==> config.mk <==
export PLATFORM = sky130hd
export DESIGN_NAME = pitch_to_note_tracker
export DESIGN_NICKNAME = d
export VERILOG_FILES = /design/src/rtl/ptnt_pkg.sv /design/src/rtl/ptnt_front.sv /design/src/rtl/ptnt_back.sv /design/src/rtl/pitch_to_note_tracker.sv
export SDC_FILE = /design/constraint.sdc
export NUM_CORES = 2
export LEC_CHECK = 0
export BUFFER_PORTS_ARGS = -buffer_cell sky130_fd_sc_hd__buf_2
export CAP_MARGIN = 20
export CORE_AREA = 2 2 259 261
export CTS_BUF_LIST = sky130_fd_sc_hd__clkbuf_2 sky130_fd_sc_hd__clkbuf_4 sky130_fd_sc_hd__clkbuf_8
export DETAILED_ROUTE_END_ITERATION = 10
export DIE_AREA = 0 0 261 263
export PLACE_DENSITY = 0.78
export SYNTH_ARGS = -nofsm -noshare
export SYNTH_HDL_FRONTEND = slang
export SYNTH_SLANG_ARGS = --single-unit
==> constraint.sdc <==
create_clock -name aclk -period 12.5 [get_ports aclk]
set_input_delay 0.625 -clock aclk [delete_from_list [all_inputs] [get_ports aclk]]
set_output_delay 0.625 -clock aclk [all_outputs]
set_load 0.05 [all_outputs]
==> src/rtl/ptnt_pkg.sv <==
// ----------------------------------------------------------------------------
// ptnt_pkg: shared types and constants
// Configuration layout, register indexes and queue item format of the
// pitch-to-note tracker.
// ----------------------------------------------------------------------------
package ptnt_pkg;

    localparam int unsigned LOG_TABLE_ENTRIES = 64;

    localparam int unsigned FREQ_W   = 17;
    localparam int unsigned CONF_W   = 16;
    localparam int unsigned NOTE_W   = 7;
    localparam int unsigned CFG_IDX_W = 3;
    localparam int unsigned CFG_DAT_W = 17;

    // register indexes
    localparam logic [CFG_IDX_W-1:0] REG_CONF_THR   = 3'd0;
    localparam logic [CFG_IDX_W-1:0] REG_MAX_JUMP   = 3'd1;
    localparam logic [CFG_IDX_W-1:0] REG_SMOOTH     = 3'd2;
    localparam logic [CFG_IDX_W-1:0] REG_NOTE_TOL   = 3'd3;
    localparam logic [CFG_IDX_W-1:0] REG_STABLE     = 3'd4;
    localparam logic [CFG_IDX_W-1:0] REG_NOTE_OFF   = 3'd5;

    // command codes
    localparam logic CMD_PITCH = 1'b0;
    localparam logic CMD_VOICE = 1'b1;

    typedef struct packed {
        logic [15:0] conf_thr;
        logic [14:0] max_jump;
        logic [16:0] smooth;
        logic [8:0]  note_tol;
        logic [3:0]  stable;
        logic [5:0]  note_off;
    } cfg_t;

    typedef enum logic [1:0] {
        K_PITCH,
        K_REJECT,
        K_VOICED,
        K_UNVOICED
    } kind_t;

    typedef struct packed {
        kind_t             kind;
        logic [FREQ_W-1:0] freq;
    } item_t;

endpackage

==> src/rtl/ptnt_front.sv <==
// ----------------------------------------------------------------------------
// ptnt_front: frame intake
// Accepts frames, classifies them and holds them in a two-entry queue.
// ----------------------------------------------------------------------------
module ptnt_front (
    input  logic                           aclk,
    input  logic                           aresetn,
    input  ptnt_pkg::cfg_t                 cfg,
    input  logic                           in_valid,
    output logic                           in_ready,
    input  logic                           in_command,
    input  logic [ptnt_pkg::FREQ_W-1:0]    in_freq,
    input  logic [ptnt_pkg::CONF_W-1:0]    in_conf,
    input  logic                           in_voiced,
    output logic                           q_valid,
    input  logic                           q_pop,
    output ptnt_pkg::item_t                q_item
);

    ptnt_pkg::item_t mem_reg [2];
    logic            wr_ptr_reg, rd_ptr_reg;
    logic [1:0]      count_reg;
    ptnt_pkg::item_t cls;
    logic            push;

    // classify the frame
    always_comb begin
        cls.freq = in_freq;
        if (in_command == ptnt_pkg::CMD_VOICE) begin
            cls.kind = in_voiced ? ptnt_pkg::K_VOICED : ptnt_pkg::K_UNVOICED;
        end else if (in_freq == '0 || in_conf < cfg.conf_thr) begin
            cls.kind = ptnt_pkg::K_REJECT;
        end else begin
            cls.kind = ptnt_pkg::K_PITCH;
        end
    end

    assign in_ready = (count_reg != 2'd2);
    assign push     = in_valid && in_ready;
    assign q_valid  = (count_reg != 2'd0);
    assign q_item   = mem_reg[rd_ptr_reg];

    always_ff @(posedge aclk) begin
        if (push) begin
            mem_reg[wr_ptr_reg] <= cls;
        end
        if (!aresetn) begin
            wr_ptr_reg <= 1'b0;
            rd_ptr_reg <= 1'b0;
            count_reg  <= 2'd0;
        end else begin
            if (push) begin
                wr_ptr_reg <= ~wr_ptr_reg;
            end
            if (q_pop) begin
                rd_ptr_reg <= ~rd_ptr_reg;
            end
            count_reg <= count_reg + 2'(push) - 2'(q_pop);
        end
    end

endmodule

==> src/rtl/ptnt_back.sv <==
// ----------------------------------------------------------------------------
// ptnt_back: tracking sequencer
// Smooths frequency, converts to pitch by table log2 on one shared
// multiplier, and runs the note hold and silence logic.
// ----------------------------------------------------------------------------
module ptnt_back #(
    parameter int unsigned LOG_TABLE_ENTRIES = ptnt_pkg::LOG_TABLE_ENTRIES
) (
    input  logic                           aclk,
    input  logic                           aresetn,
    input  ptnt_pkg::cfg_t                 cfg,
    input  logic                           q_valid,
    output logic                           q_pop,
    input  ptnt_pkg::item_t                q_item,
    output logic                           out_valid,
    input  logic                           out_ready,
    output logic [ptnt_pkg::NOTE_W-1:0]    out_note,
    output logic                           out_active,
    output logic                           out_off
);

    localparam int unsigned IDX_W  = $clog2(LOG_TABLE_ENTRIES);
    localparam int unsigned TAB_W  = $clog2(LOG_TABLE_ENTRIES + 1);
    localparam int unsigned PW     = 20;

    function automatic logic [16:0] frac_log(input int unsigned i);
        logic [63:0] x;
        logic [15:0] r;
        x = (64'd1 << 30) + ((64'(i) << 30) / 64'(LOG_TABLE_ENTRIES));
        r = '0;
        for (int k = 0; k < 16; k++) begin
            x = (x * x) >> 30;
            r = {r[14:0], 1'b0};
            if (x >= (64'd2 << 30)) begin
                x = x >> 1;
                r[0] = 1'b1;
            end
        end
        return {1'b0, r};
    endfunction

    function automatic logic [20:0] log2_const(input int unsigned f);
        int unsigned e;
        longint unsigned m, p, idx, rem, a, b;
        e = 0;
        for (int k = 0; k < 31; k++) begin
            if ((f >> (k + 1)) != 0) e = k + 1;
        end
        m   = ((longint'(f) << 16) >> e) - 65536;
        p   = m * LOG_TABLE_ENTRIES;
        idx = p >> 16;
        rem = p & 64'hFFFF;
        a   = frac_log(int'(idx));
        b   = (idx + 1 == LOG_TABLE_ENTRIES) ? 64'd65536 : 64'(frac_log(int'(idx + 1)));
        return 21'((longint'(e) << 16) + a + (((b - a) * rem) >> 16));
    endfunction

    localparam logic [20:0] LOG_REF = log2_const(16 * 440);

    logic [16:0] log_tab [LOG_TABLE_ENTRIES + 1];

    for (genvar g = 0; g < LOG_TABLE_ENTRIES; g++) begin : g_tab
        assign log_tab[g] = frac_log(g);
    end
    assign log_tab[LOG_TABLE_ENTRIES] = 17'd65536;

    typedef enum logic [3:0] {
        S_IDLE, S_L0, S_L1, S_L2, S_SM0, S_SM1, S_SM2, S_OUT
    } state_t;

    typedef enum logic [1:0] {
        P_NEW, P_OLD, P_FINAL
    } purpose_t;

    state_t      state_reg;
    purpose_t    purp_reg;
    logic [16:0] f_reg, smooth_reg;
    logic [33:0] acc_reg, prod_reg;
    logic [4:0]  e_reg;
    logic [16:0] a_reg;
    logic signed [PW-1:0] pnew_reg;
    logic [6:0]  held_reg, cand_reg;
    logic        held_v_reg, cand_v_reg;
    logic [3:0]  cnt_reg;
    logic [5:0]  sil_reg;
    logic        ov_reg, oact_reg, ooff_reg;
    logic [6:0]  onote_reg;

    // combinational datapath
    logic [16:0] op_f;
    logic [4:0]  e_c;
    logic [32:0] shifted;
    logic [15:0] m_c;
    logic [IDX_W-1:0] idx_c;
    logic [TAB_W-1:0] ia, ib;
    logic [16:0] ta, tb;
    logic [16:0] mul_a, mul_b;
    logic [16:0] alpha, one_m_alpha;
    logic [20:0] log_c;
    logic signed [21:0] dlog;
    logic signed [33:0] scaled;
    logic signed [PW-1:0] pitch_c, djump, dhold;
    logic signed [PW-1:0] nraw;
    logic [6:0]  note_c;
    logic [34:0] sm_sum;

    always_comb begin
        op_f = (purp_reg == P_NEW) ? f_reg : smooth_reg;
        e_c  = '0;
        for (int k = 1; k < 17; k++) begin
            if (op_f[k]) e_c = 5'(k);
        end
        shifted = ({16'd0, op_f} << 16) >> e_c;
        m_c     = shifted[15:0];
        idx_c   = prod_reg[16 +: IDX_W];
        ia      = TAB_W'(idx_c);
        ib      = ia + TAB_W'(1);
        ta      = log_tab[ia];
        tb      = log_tab[ib];
        alpha       = cfg.smooth[16] ? 17'd65536 : cfg.smooth;
        one_m_alpha = 17'd65536 - alpha;
        case (state_reg)
            S_L0: begin
                mul_a = {1'b0, m_c};
                mul_b = 17'(LOG_TABLE_ENTRIES);
            end
            S_L1: begin
                mul_a = tb - ta;
                mul_b = {1'b0, prod_reg[15:0]};
            end
            S_SM0: begin
                mul_a = smooth_reg;
                mul_b = one_m_alpha;
            end
            S_SM1: begin
                mul_a = f_reg;
                mul_b = alpha;
            end
            default: begin
                mul_a = '0;
                mul_b = '0;
            end
        endcase
        log_c   = {e_reg, 16'd0} + 21'(a_reg) + 21'(prod_reg[32:16]);
        dlog    = $signed({1'b0, log_c}) - $signed({1'b0, LOG_REF});
        scaled  = (34'(dlog) <<< 11) + (34'(dlog) <<< 10) + 34'sd32768;
        pitch_c = PW'(scaled >>> 16) + PW'(69 * 256);
        djump   = pnew_reg - pitch_c;
        if (djump < 0) djump = -djump;
        dhold   = pitch_c - $signed({{(PW-15){1'b0}}, held_reg, 8'd0});
        if (dhold < 0) dhold = -dhold;
        nraw    = (pitch_c + PW'(128)) >>> 8;
        if (nraw < 0) begin
            note_c = 7'd0;
        end else if (nraw > PW'(127)) begin
            note_c = 7'd127;
        end else begin
            note_c = nraw[6:0];
        end
        sm_sum = 35'(acc_reg) + 35'(prod_reg) + 35'd32768;
    end

    assign q_pop      = (state_reg == S_IDLE) && q_valid;
    assign out_valid  = ov_reg;
    assign out_note   = onote_reg;
    assign out_active = oact_reg;
    assign out_off    = ooff_reg;

    always_ff @(posedge aclk) begin
        prod_reg <= mul_a * mul_b;
        if (!aresetn) begin
            state_reg  <= S_IDLE;
            purp_reg   <= P_NEW;
            held_reg   <= '0;
            held_v_reg <= 1'b0;
            cand_reg   <= '0;
            cand_v_reg <= 1'b0;
            cnt_reg    <= '0;
            smooth_reg <= '0;
            sil_reg    <= '0;
            ov_reg     <= 1'b0;
        end else begin
            if (ov_reg && out_ready && state_reg != S_OUT) begin
                ov_reg <= 1'b0;
            end
            case (state_reg)
                S_IDLE: begin
                    if (q_valid) begin
                        f_reg     <= q_item.freq;
                        state_reg <= S_OUT;
                        case (q_item.kind)
                            ptnt_pkg::K_VOICED: sil_reg <= '0;
                            ptnt_pkg::K_UNVOICED: begin
                                if (sil_reg != 6'd63) sil_reg <= sil_reg + 6'd1;
                                cand_reg <= '0; cand_v_reg <= 1'b0; cnt_reg <= '0;
                            end
                            ptnt_pkg::K_REJECT: begin
                                cand_reg <= '0; cand_v_reg <= 1'b0; cnt_reg <= '0;
                            end
                            ptnt_pkg::K_PITCH: begin
                                state_reg <= S_L0;
                                if (smooth_reg == '0) begin
                                    smooth_reg <= q_item.freq;
                                    sil_reg    <= '0;
                                    purp_reg   <= P_FINAL;
                                end else begin
                                    purp_reg <= P_NEW;
                                end
                            end
                            default: ;
                        endcase
                    end
                end
                S_L0: begin
                    e_reg     <= e_c;
                    state_reg <= S_L1;
                end
                S_L1: begin
                    a_reg     <= ta;
                    state_reg <= S_L2;
                end
                S_L2: begin
                    case (purp_reg)
                        P_NEW: begin
                            pnew_reg  <= pitch_c;
                            purp_reg  <= P_OLD;
                            state_reg <= S_L0;
                        end
                        P_OLD: begin
                            if (djump > $signed({{(PW-15){1'b0}}, cfg.max_jump})) begin
                                cand_reg <= '0; cand_v_reg <= 1'b0; cnt_reg <= '0;
                                state_reg <= S_OUT;
                            end else begin
                                state_reg <= S_SM0;
                            end
                        end
                        default: begin
                            state_reg <= S_OUT;
                            if (held_v_reg &&
                                dhold < $signed({{(PW-9){1'b0}}, cfg.note_tol})) begin
                                cand_reg <= '0; cand_v_reg <= 1'b0; cnt_reg <= '0;
                            end else begin
                                logic [3:0] c;
                                c = (cand_v_reg && cand_reg == note_c)
                                    ? ((cnt_reg != 4'd15) ? cnt_reg + 4'd1 : cnt_reg)
                                    : 4'd1;
                                if (c >= cfg.stable) begin
                                    held_reg   <= note_c;
                                    held_v_reg <= 1'b1;
                                    cand_reg <= '0; cand_v_reg <= 1'b0; cnt_reg <= '0;
                                end else begin
                                    cand_reg <= note_c; cand_v_reg <= 1'b1; cnt_reg <= c;
                                end
                            end
                        end
                    endcase
                end
                S_SM0: state_reg <= S_SM1;
                S_SM1: begin
                    acc_reg   <= prod_reg;
                    state_reg <= S_SM2;
                end
                S_SM2: begin
                    smooth_reg <= sm_sum[32:16];
                    sil_reg    <= '0;
                    purp_reg   <= P_FINAL;
                    state_reg  <= S_L0;
                end
                S_OUT: begin
                    if (!ov_reg || out_ready) begin
                        ov_reg    <= 1'b1;
                        onote_reg <= held_v_reg ? held_reg : 7'd0;
                        oact_reg  <= held_v_reg;
                        ooff_reg  <= held_v_reg && (sil_reg >= cfg.note_off);
                        state_reg <= S_IDLE;
                    end
                end
                default: state_reg <= S_IDLE;
            endcase
        end
    end

endmodule

==> src/rtl/pitch_to_note_tracker.sv <==
// ----------------------------------------------------------------------------
// pitch_to_note_tracker: pitch frame to MIDI note tracker
// Turns pitch and voice-state frames into a held note with note-off.
// ----------------------------------------------------------------------------
// One result leaves on the m_ channel for every frame taken on the s_
// channel, in order. Voice-state frames and rejected pitch frames pass the
// sequencer straight to its output state; an accepted pitch frame runs up to
// three log2 conversions and two smoothing products through one shared
// 17x17 multiplier. A two-entry queue stands in front of the sequencer and a
// result register behind it, so frames are taken while a result waits.
// The user must write configuration through cfg_* only while the block is
// idle; the block itself does not enforce this. Index 0 confidence
// threshold, 1 max jump, 2 smoothing factor, 3 note tolerance, 4 stable
// frames, 5 note-off frames; other indexes drop.
// ----------------------------------------------------------------------------
module pitch_to_note_tracker #(
    parameter int unsigned LOG_TABLE_ENTRIES = ptnt_pkg::LOG_TABLE_ENTRIES
) (
    input  logic        aclk,
    input  logic        aresetn,
    input  logic        s_tvalid,
    output logic        s_tready,
    input  logic [39:0] s_tdata,   // frequency[16:0], confidence[32:17], voiced[33]
    input  logic        s_tuser,   // command
    output logic        m_tvalid,
    input  logic        m_tready,
    output logic [15:0] m_tdata,   // note[6:0], note_active[7], note_off[8]
    input  logic        cfg_valid,
    output logic        cfg_ready,
    input  logic [2:0]  cfg_index,
    input  logic [16:0] cfg_data
);

    ptnt_pkg::cfg_t  cfg_reg;
    ptnt_pkg::item_t q_item;
    logic            q_valid, q_pop;
    logic [6:0]      note;
    logic            active, off;

    // configuration registers, always ready
    assign cfg_ready = 1'b1;

    always_ff @(posedge aclk) begin
        if (!aresetn) begin
            cfg_reg.conf_thr <= 16'd32768;
            cfg_reg.max_jump <= 15'd3072;
            cfg_reg.smooth   <= 17'd19661;
            cfg_reg.note_tol <= 9'd128;
            cfg_reg.stable   <= 4'd3;
            cfg_reg.note_off <= 6'd9;
        end else if (cfg_valid) begin
            case (cfg_index)
                ptnt_pkg::REG_CONF_THR: cfg_reg.conf_thr <= cfg_data[15:0];
                ptnt_pkg::REG_MAX_JUMP: cfg_reg.max_jump <= cfg_data[14:0];
                ptnt_pkg::REG_SMOOTH:   cfg_reg.smooth   <= cfg_data;
                ptnt_pkg::REG_NOTE_TOL: cfg_reg.note_tol <= cfg_data[8:0];
                ptnt_pkg::REG_STABLE:   cfg_reg.stable   <= cfg_data[3:0];
                ptnt_pkg::REG_NOTE_OFF: cfg_reg.note_off <= cfg_data[5:0];
                default: ;
            endcase
        end
    end

    // intake and classification
    ptnt_front u_front (
        .aclk       (aclk),
        .aresetn    (aresetn),
        .cfg        (cfg_reg),
        .in_valid   (s_tvalid),
        .in_ready   (s_tready),
        .in_command (s_tuser),
        .in_freq    (s_tdata[16:0]),
        .in_conf    (s_tdata[32:17]),
        .in_voiced  (s_tdata[33]),
        .q_valid    (q_valid),
        .q_pop      (q_pop),
        .q_item     (q_item)
    );

    // tracking sequencer and result register
    ptnt_back #(
        .LOG_TABLE_ENTRIES (LOG_TABLE_ENTRIES)
    ) u_back (
        .aclk       (aclk),
        .aresetn    (aresetn),
        .cfg        (cfg_reg),
        .q_valid    (q_valid),
        .q_pop      (q_pop),
        .q_item     (q_item),
        .out_valid  (m_tvalid),
        .out_ready  (m_tready),
        .out_note   (note),
        .out_active (active),
        .out_off    (off)
    );

    assign m_tdata = {7'd0, off, active, note};

endmodule

# [After elaboration in Yosys (flattened, before gate mapping)]
# Memory sizes are Yosys's and may differ from the RTL's. A register that Yosys moved wholly into a read port is not among the register bits.
# Cells that the tools add are included.
[totals] reg_bits=254 latchBits=0 ram_bits=38 mem_bits_ro=4352 input_bits=66 memories=3
[op_classes] addsub=20 multipliers=1 n_div=0 order_cmp=11 eq_ne=32 shifts=1 muxes=81 n_bitwise=6 n_reduce_logical=40
[mem_list] memory="(no name shown)" words=128 word_bits=17 rd=1 rd_ports_with_merged_regs=0 wr=0 line_no="ptnt_back.sv:118" rtl="ta = log_tab[ia];"
[mem_list] memory="(no name shown)" words=128 word_bits=17 rd=1 rd_ports_with_merged_regs=0 wr=0 line_no="ptnt_back.sv:119" rtl="tb = log_tab[ib];"
[mem_list] memory="u_front.mem_reg" words=2 word_bits=19 rd=1 rd_ports_with_merged_regs=1 wr=1 line_no="ptnt_front.sv:20" rtl="ptnt_pkg::item_t mem_reg [2];"
[ops] op="17-bit 2-to-1 mux" count=9
[ops] op="17-bit case mux with 4 select lines" count=2
[ops] op="5-bit 2-to-1 mux" count=15
[ops] op="7-bit 2-to-1 mux" count=7
[ops] op="21-bit by 17-bit adder with 21-bit output" count=2
[ops] op="20-bit by 1-bit < comparator with 1-bit output, second input constant" count=2
[ops] op="20-bit 2-to-1 mux" count=2
[ops] op="20-bit negator" count=2
[ops] op="4-bit 2-to-1 mux" count=9
[ops] op="33-bit by 32-bit adder with 34-bit output" count=1
[ops] op="34-bit by 17-bit adder with 34-bit output, second input constant" count=1
[ops] op="17-bit zero test" count=2
[ops] op="17-bit case mux with 2 select lines" count=1
[ops] op="33-bit by 16-bit adder with 33-bit output, second input constant" count=1
[ops] op="33-bit adder" count=1
[ops] op="17-bit by 17-bit multiplier with 33-bit output" count=1
[ops] op="33-bit by 5-bit >> shifter with 16-bit output" count=1
[ops] op="4-bit case mux with 8 select lines" count=1
[ops] op="7-bit case mux with 2 select lines" count=2
[ops] op="4-bit case mux with 2 select lines" count=3
[ops] op="21-bit by 20-bit subtractor with 22-bit output, second input constant" count=1
[ops] op="19-bit by 9-bit adder with 20-bit output, second input constant" count=1
[ops] op="20-bit by 16-bit > comparator with 1-bit output" count=1
[ops] op="20-bit by 10-bit < comparator with 1-bit output" count=1
[ops] op="56 further kinds" count=123

# [Depth between registers and ports, before layout]
[depth] word_depth=21 ltp_mapped=55 depth_no_buf=51

# [Cells and area by module]
# Synthesis repeated with hierarchy kept, for this count alone.
[unflattened] cells_unflattened=4016 hier_area_um2=33797.4
[modules_own_cells] mod="ptnt_back" n_inst=1 cells_per_inst=3609 area_each_um2=29094.2 seq_area_each_um2=4614.4
[modules_own_cells] mod="pitch_to_note_tracker" n_inst=1 cells_per_inst=265 area_each_um2=2685.1 seq_area_each_um2=1341.3
[modules_own_cells] mod="ptnt_front" n_inst=1 cells_per_inst=142 area_each_um2=2018.2 seq_area_each_um2=1241.2

# [Worst setup path after synthesis]
# No wires, ideal clock.
[synth_timing] path_kind="reg-to-reg" from="reg u_back.prod_reg[17]" to="reg u_back.prod_reg[32]" setup_time_ps=120 arrival_ps=11299 required_time_ps=12380 slack_ps=1081 stages_incl_launch_ff=53 n_path_buf=5 synth_period_minus_slack_ps=11419 path_cell_list="dfxtp_1 ha_1 clkbuf_1 inv_1 ha_1 clkbuf_1 clkbuf_1 buf_1 a21oi_1 nor3_1 o221ai_1 a21oi_1 ha_1 nor2b_1 o21ai_0 a21boi_0 o21ai_0 a21boi_0 [... 17 more ...] fa_1 inv_1 fa_1 inv_1 fa_1 inv_1 fa_1 ha_1 and2_1 o21a_1 a41o_1 o211a_1 nor3_1 a21oi_1 o21a_1 o21ai_0 a21oi_1 xnor2_1"
[synth_between] elab_chain_cells=8
[synth_lines] element="start: declaration" line_no="ptnt_back.sv:78" rtl="logic [33:0] acc_reg, prod_reg;"
[synth_lines] element="start signal: assignment" line_no="ptnt_back.sv:170" rtl="prod_reg <= mul_a * mul_b;"
[synth_lines] element="6-bit by 1-bit adder with 7-bit output" line_no="ptnt_back.sv:117" rtl="ib = ia + TAB_W'(1);"
[synth_lines] element="7-bit NOT with 8-bit output (implied by the code)" line_no="ptnt_back.sv:119"
[synth_lines] element="memory 128 x 17 bit"
[synth_lines] element="17-bit 2-to-1 mux (implied by the code) (2 in series)" line_no="ptnt_back.sv:119"
[synth_lines] element="17-bit subtractor *" line_no="ptnt_back.sv:128" rtl="mul_a = tb - ta;"
[synth_lines] element="17-bit case mux with 4 select lines *" line_no="ptnt_back.sv:122" rtl="case (state_reg)"
[synth_lines] element="17-bit by 17-bit multiplier with 33-bit output *" line_no="ptnt_back.sv:170"
# Every way passes the cells marked *; elsewhere a longest branch is shown, timed or not. The select of a mux whose other input is x is not followed.
# A chain may end at the register's enable or synchronous reset.

# [Worst setup path after layout]
[layout_timing] from="reg u_back.prod_reg[16]" to="reg u_back.cnt_reg[1]"
[layout_between] elab_chain_cells=17
[layout_lines] element="21-bit by 17-bit adder with 21-bit output *" line_no="ptnt_back.sv:144" rtl="log_c = {e_reg, 16'd0} + 21'(a_reg) + 21'(prod_reg[32:16]);"
[layout_lines] element="21-bit by 20-bit subtractor with 22-bit output *" line_no="ptnt_back.sv:145" rtl="dlog = $signed({1'b0, log_c}) - $signed({1'b0, LOG_REF});"
[layout_lines] element="33-bit by 32-bit adder with 34-bit output *" line_no="ptnt_back.sv:146" rtl="scaled = (34'(dlog) <<< 11) + (34'(dlog) <<< 10) + 34'sd32768;"
[layout_lines] element="34-bit by 17-bit adder with 34-bit output *" line_no="ptnt_back.sv:146"
[layout_lines] element="18-bit by 16-bit adder with 19-bit output *" line_no="ptnt_back.sv:147" rtl="pitch_c = PW'(scaled >>> 16) + PW'(69 * 256);"
[layout_lines] element="19-bit by 9-bit adder with 20-bit output" line_no="ptnt_back.sv:152" rtl="nraw = (pitch_c + PW'(128)) >>> 8;"
[layout_lines] element="12-bit by 8-bit > comparator with 1-bit output" line_no="ptnt_back.sv:155" rtl="end else if (nraw > PW'(127)) begin"
[layout_lines] element="7-bit 2-to-1 mux" line_no="ptnt_back.sv:155"
[layout_lines] element="7-bit 2-to-1 mux" line_no="ptnt_back.sv:153" rtl="if (nraw < 0) begin"
[layout_lines] element="7-bit equality test" line_no="ptnt_back.sv:244" rtl="c = (cand_v_reg && cand_reg == note_c)"
[layout_lines] element="1-bit logical AND" line_no="ptnt_back.sv:244"
[layout_lines] element="4-bit 2-to-1 mux" line_no="ptnt_back.sv:245" rtl="? ((cnt_reg != 4'd15) ? cnt_reg + 4'd1 : cnt_reg)"
[layout_lines] element="4-bit >= comparator" line_no="ptnt_back.sv:247" rtl="if (c >= cfg.stable) begin"
[layout_lines] element="4-bit 2-to-1 mux" line_no="ptnt_back.sv:247"
[layout_lines] element="4-bit 2-to-1 mux" line_no="ptnt_back.sv:239" rtl="if (held_v_reg &&"
[layout_lines] element="4-bit case mux with 2 select lines" line_no="ptnt_back.sv:223" rtl="case (purp_reg)"
[layout_lines] element="4-bit case mux with 2 select lines" line_no="ptnt_back.sv:186" rtl="case (state_reg)"
[layout_lines] element="end signal: assignment" line_no="ptnt_back.sv:241" rtl="cand_reg <= '0; cand_v_reg <= 1'b0; cnt_reg <= '0;"
[layout_lines] element="end signal: assignment" line_no="ptnt_back.sv:250" rtl="cand_reg <= '0; cand_v_reg <= 1'b0; cnt_reg <= '0;"
[layout_lines] element="end signal: assignment" line_no="ptnt_back.sv:252" rtl="cand_reg <= note_c; cand_v_reg <= 1'b1; cnt_reg <= c;"
[layout_lines] element="end: declaration" line_no="ptnt_back.sv:84" rtl="logic [3:0] cnt_reg;"
# Every way passes the cells marked *; elsewhere a longest branch is shown, timed or not.

==> metrics.cfg <==
[status]
run_status = finished clean

[timing]
setup_viol = 0
hold_viol_final = 0
fin_skew_ns = 0.0361
period_share_pct = 94.5
fin_tns_setup_ns = 0
finalWorstPathRequiredPeriod_ns = 11.82
drv_slew = 0
worst_slew_pin_slew_ns = 1.09
achievable-frequency_mhz = 84.6
worst_case_headroom_to_the_max_slew_limit_pct = 26.8

[finish]
final_core_utilization_pct = 53.9
area.sequential_mm2 = 0.00720
max_reg_flops = 67
fill_cells = 5987
multiInputGateArea_mm2 = 0.0234
areaGrowthSynthToFinish_pct = 8.03
design.final.nets = 4559
most_frequent_cells_in_the_layout = 542 x nand2_1, 419 x inv_1, 340 x ha_1
layout_commonest_cell = nand2_1
post_route_cells_drive_above_1_share_pct = 9.13

[worst_setup_path]
crit_path_frequent_cell = ha_1
setup.worst_path.end_class = flip-flop
critical_path_peak_fanout = 19
cp_data_required_time_ns = 13.04
worst_path_largest_cell_delay_ns = 0.58
critPathKind = reg2reg
cell_with_the_largest_stage_delay_on_the_worst_path = nor4_4
arrival_ns = 12.36
crit_start_category = flip-flop

[floorplanning]
fp-row-count = 94
dieArea_mm2 = 0.0686
die-height_um = 263
die_span_x_um = 261
placeableCoreArea_mm2 = 0.0656
initial_utilization_pct = 49.9
design.portCount = 85

[clock_tree]
cts_buffers = 49
tritoncts_num_sinks = 291
cts_tree = yes
cts-root-to-sink-buffers = 3
clock_tree.htree_level_count = 2
clock_transition_at_the_registers_of_the_reported_paths_ns = 0.07
root_buffer = clkbuf_8
clock_latency_ns = 0.65
cts.hold.buffers_added = 0

[detailed_routing]
finalWirelength_um = 92800
wire_length_on_met2_um = 41600
route.layer.met1.wl_um = 38900
detail_route.iter0.violations = 3239
number_of_antenna_violating_nets_in_the_routed_design = 0
highest_layer = met4
routedWlPerCell_um = 19.2
num_vias = 28800
dr.pass1.iters = 8
vias_per_cell = 5.97
route.detailed.drc = 0
routed-wl-met3_um = 8210

[global_routing]
grt.overflow.total = 0
vias_in_the_first_global_route = 27500
grt_max_degree = 58
number_of_antenna_violations_at_the_first_check_in_global_routing = 1
grt_first_pass_wirelength_um = 148000
global_route.usage.total_pct = 26.8

[job]
maxCapViolCount = 0

[synthesis]
synthCells = 3888
synth_cell_type_count = 116
syn-cell-area_mm2 = 0.0327
postSynth.topFlopCell = dfxtp_1
synth_seq_cells = 291
synth_enable_flop_cells = 137
synth.avg_cell_area_um2 = 8.42
synth_seq_area_share_pct = 22.0
yosys_warnings = 0
postSynth.asyncResetShare_pct = 0

[place]
detailed_place_hpwl_um = 71900
place.gp.congestion = 0.956
port_buffers = 70

[worst_hold_path]
holdCritPathClass = in2reg

==> worst max-delay path: cells and delay by family (launching register included) <==
kind | cells | cell delay (ns)
xor gates and xnor gates | 3 | 0.62
and+or+nand+nor | 14 | 3.95
adders and majority gates | 8 | 2.68
buffers and inverters | 2 | 0.31
AOI/OAI and AO/OA | 21 | 3.75
DFF | 1 | 0.38
==> final timing paths <==
| path | from | to | slack [ns] | depth (start not counted) |
|---|---|---|---|---|
| worst max-delay path | u_back.prod_reg[16] | u_back.cnt_reg[1] | 0.68 | 48 |
| worst min-delay path | s_tuser | u_front.mem_reg[0][18] | 0.23 | 1 |
| worst max register to register | u_back.prod_reg[16] | u_back.cnt_reg[1] | 0.68 | 48 |
| worst min register to register | u_back.cand_v_reg | u_back.cand_v_reg | 0.45 | 1 |
==> Yosys cell counts, drive strengths merged (14+ instances only) <==
master,instances,area [µm²]
or3,21,131
mux2,32,364
clkbuf,134,503
edfxtp,137,4110
nand2,542,2030
nor2,279,1050
o21ai,179,903
xnor2,106,943
a21oi,274,1390
a31oi,39,280
o211ai,27,203
and3,24,150
a21o,59,443
fa,227,4540
nand2b,54,338
and2,75,469
nor4,17,121
a311oi,14,123
nand3,63,315
xor2,53,464
inv,425,1600
nor3,77,405
a21boi,21,165
nand4,14,93.8
buf,39,211
o22ai,18,113
a22oi,15,118
dfxtp,154,3080
or2,17,106
o31ai,17,160
nor2b,43,269
ha,343,4290
o21a,34,255
a211oi,42,320
mux2i,72,721
==> cells by family after synthesis <==
kind of cell | count (synthesis) | synth area share [%]
XOR/XNOR | 161 | 4.44
adder cells (fa/ha/maj) | 573 | 27.1
multiplexers | 109 | 3.66
other | 2 | 0.0229
flip-flops | 291 | 22.0
AO/OA/AOI/OAI | 884 | 17.9
buffers and inverters | 601 | 7.09
AND/OR/NAND/NOR | 1267 | 17.9
==> cell type report <==
type                    count  share of cell area (%)
multi-input cells        3002                    66.1
well taps                 864                    3.06
diodes                      1                 0.00708
clock buffers              65                    2.35
clock inverters            27                   0.768
repair buffers            151                    2.82
flip-flops and latches    291                    20.4
inverters                 428                    4.56
==> per-layer routing <==
layer  vias to the layer above  GRT usage, %
met5                         -             0
met2                      1361          42.1
met3                       233          4.16
li1                      13500             -
met1                     13800          36.6
met4                         0          11.2
==> what timing repair did <==
action                     4_1_cts  5_1_grt
buffers inserted                 0        3
gates resized for setup          0       15
hold endpoints to repair         0        0
setup endpoints to repair        0        9
==> stage by stage <==
stage	hold slack (ns)	std cells	instance area (µm²)	setup WS (ns)
after CTS	0.206	4822	35200	0.661
after global placement	0.413	4729	34100	0.811
after global routing	0.216	4829	35400	-0.0117
after floorplan	0.408	3894	32800	1.08
final	0.231	4829	35400	0.681
after detailed placement	0.433	4730	34100	0.755
Power is not shown: default switching activity piles up to over one toggle a cycle in this logic, so the estimate is an artifact.
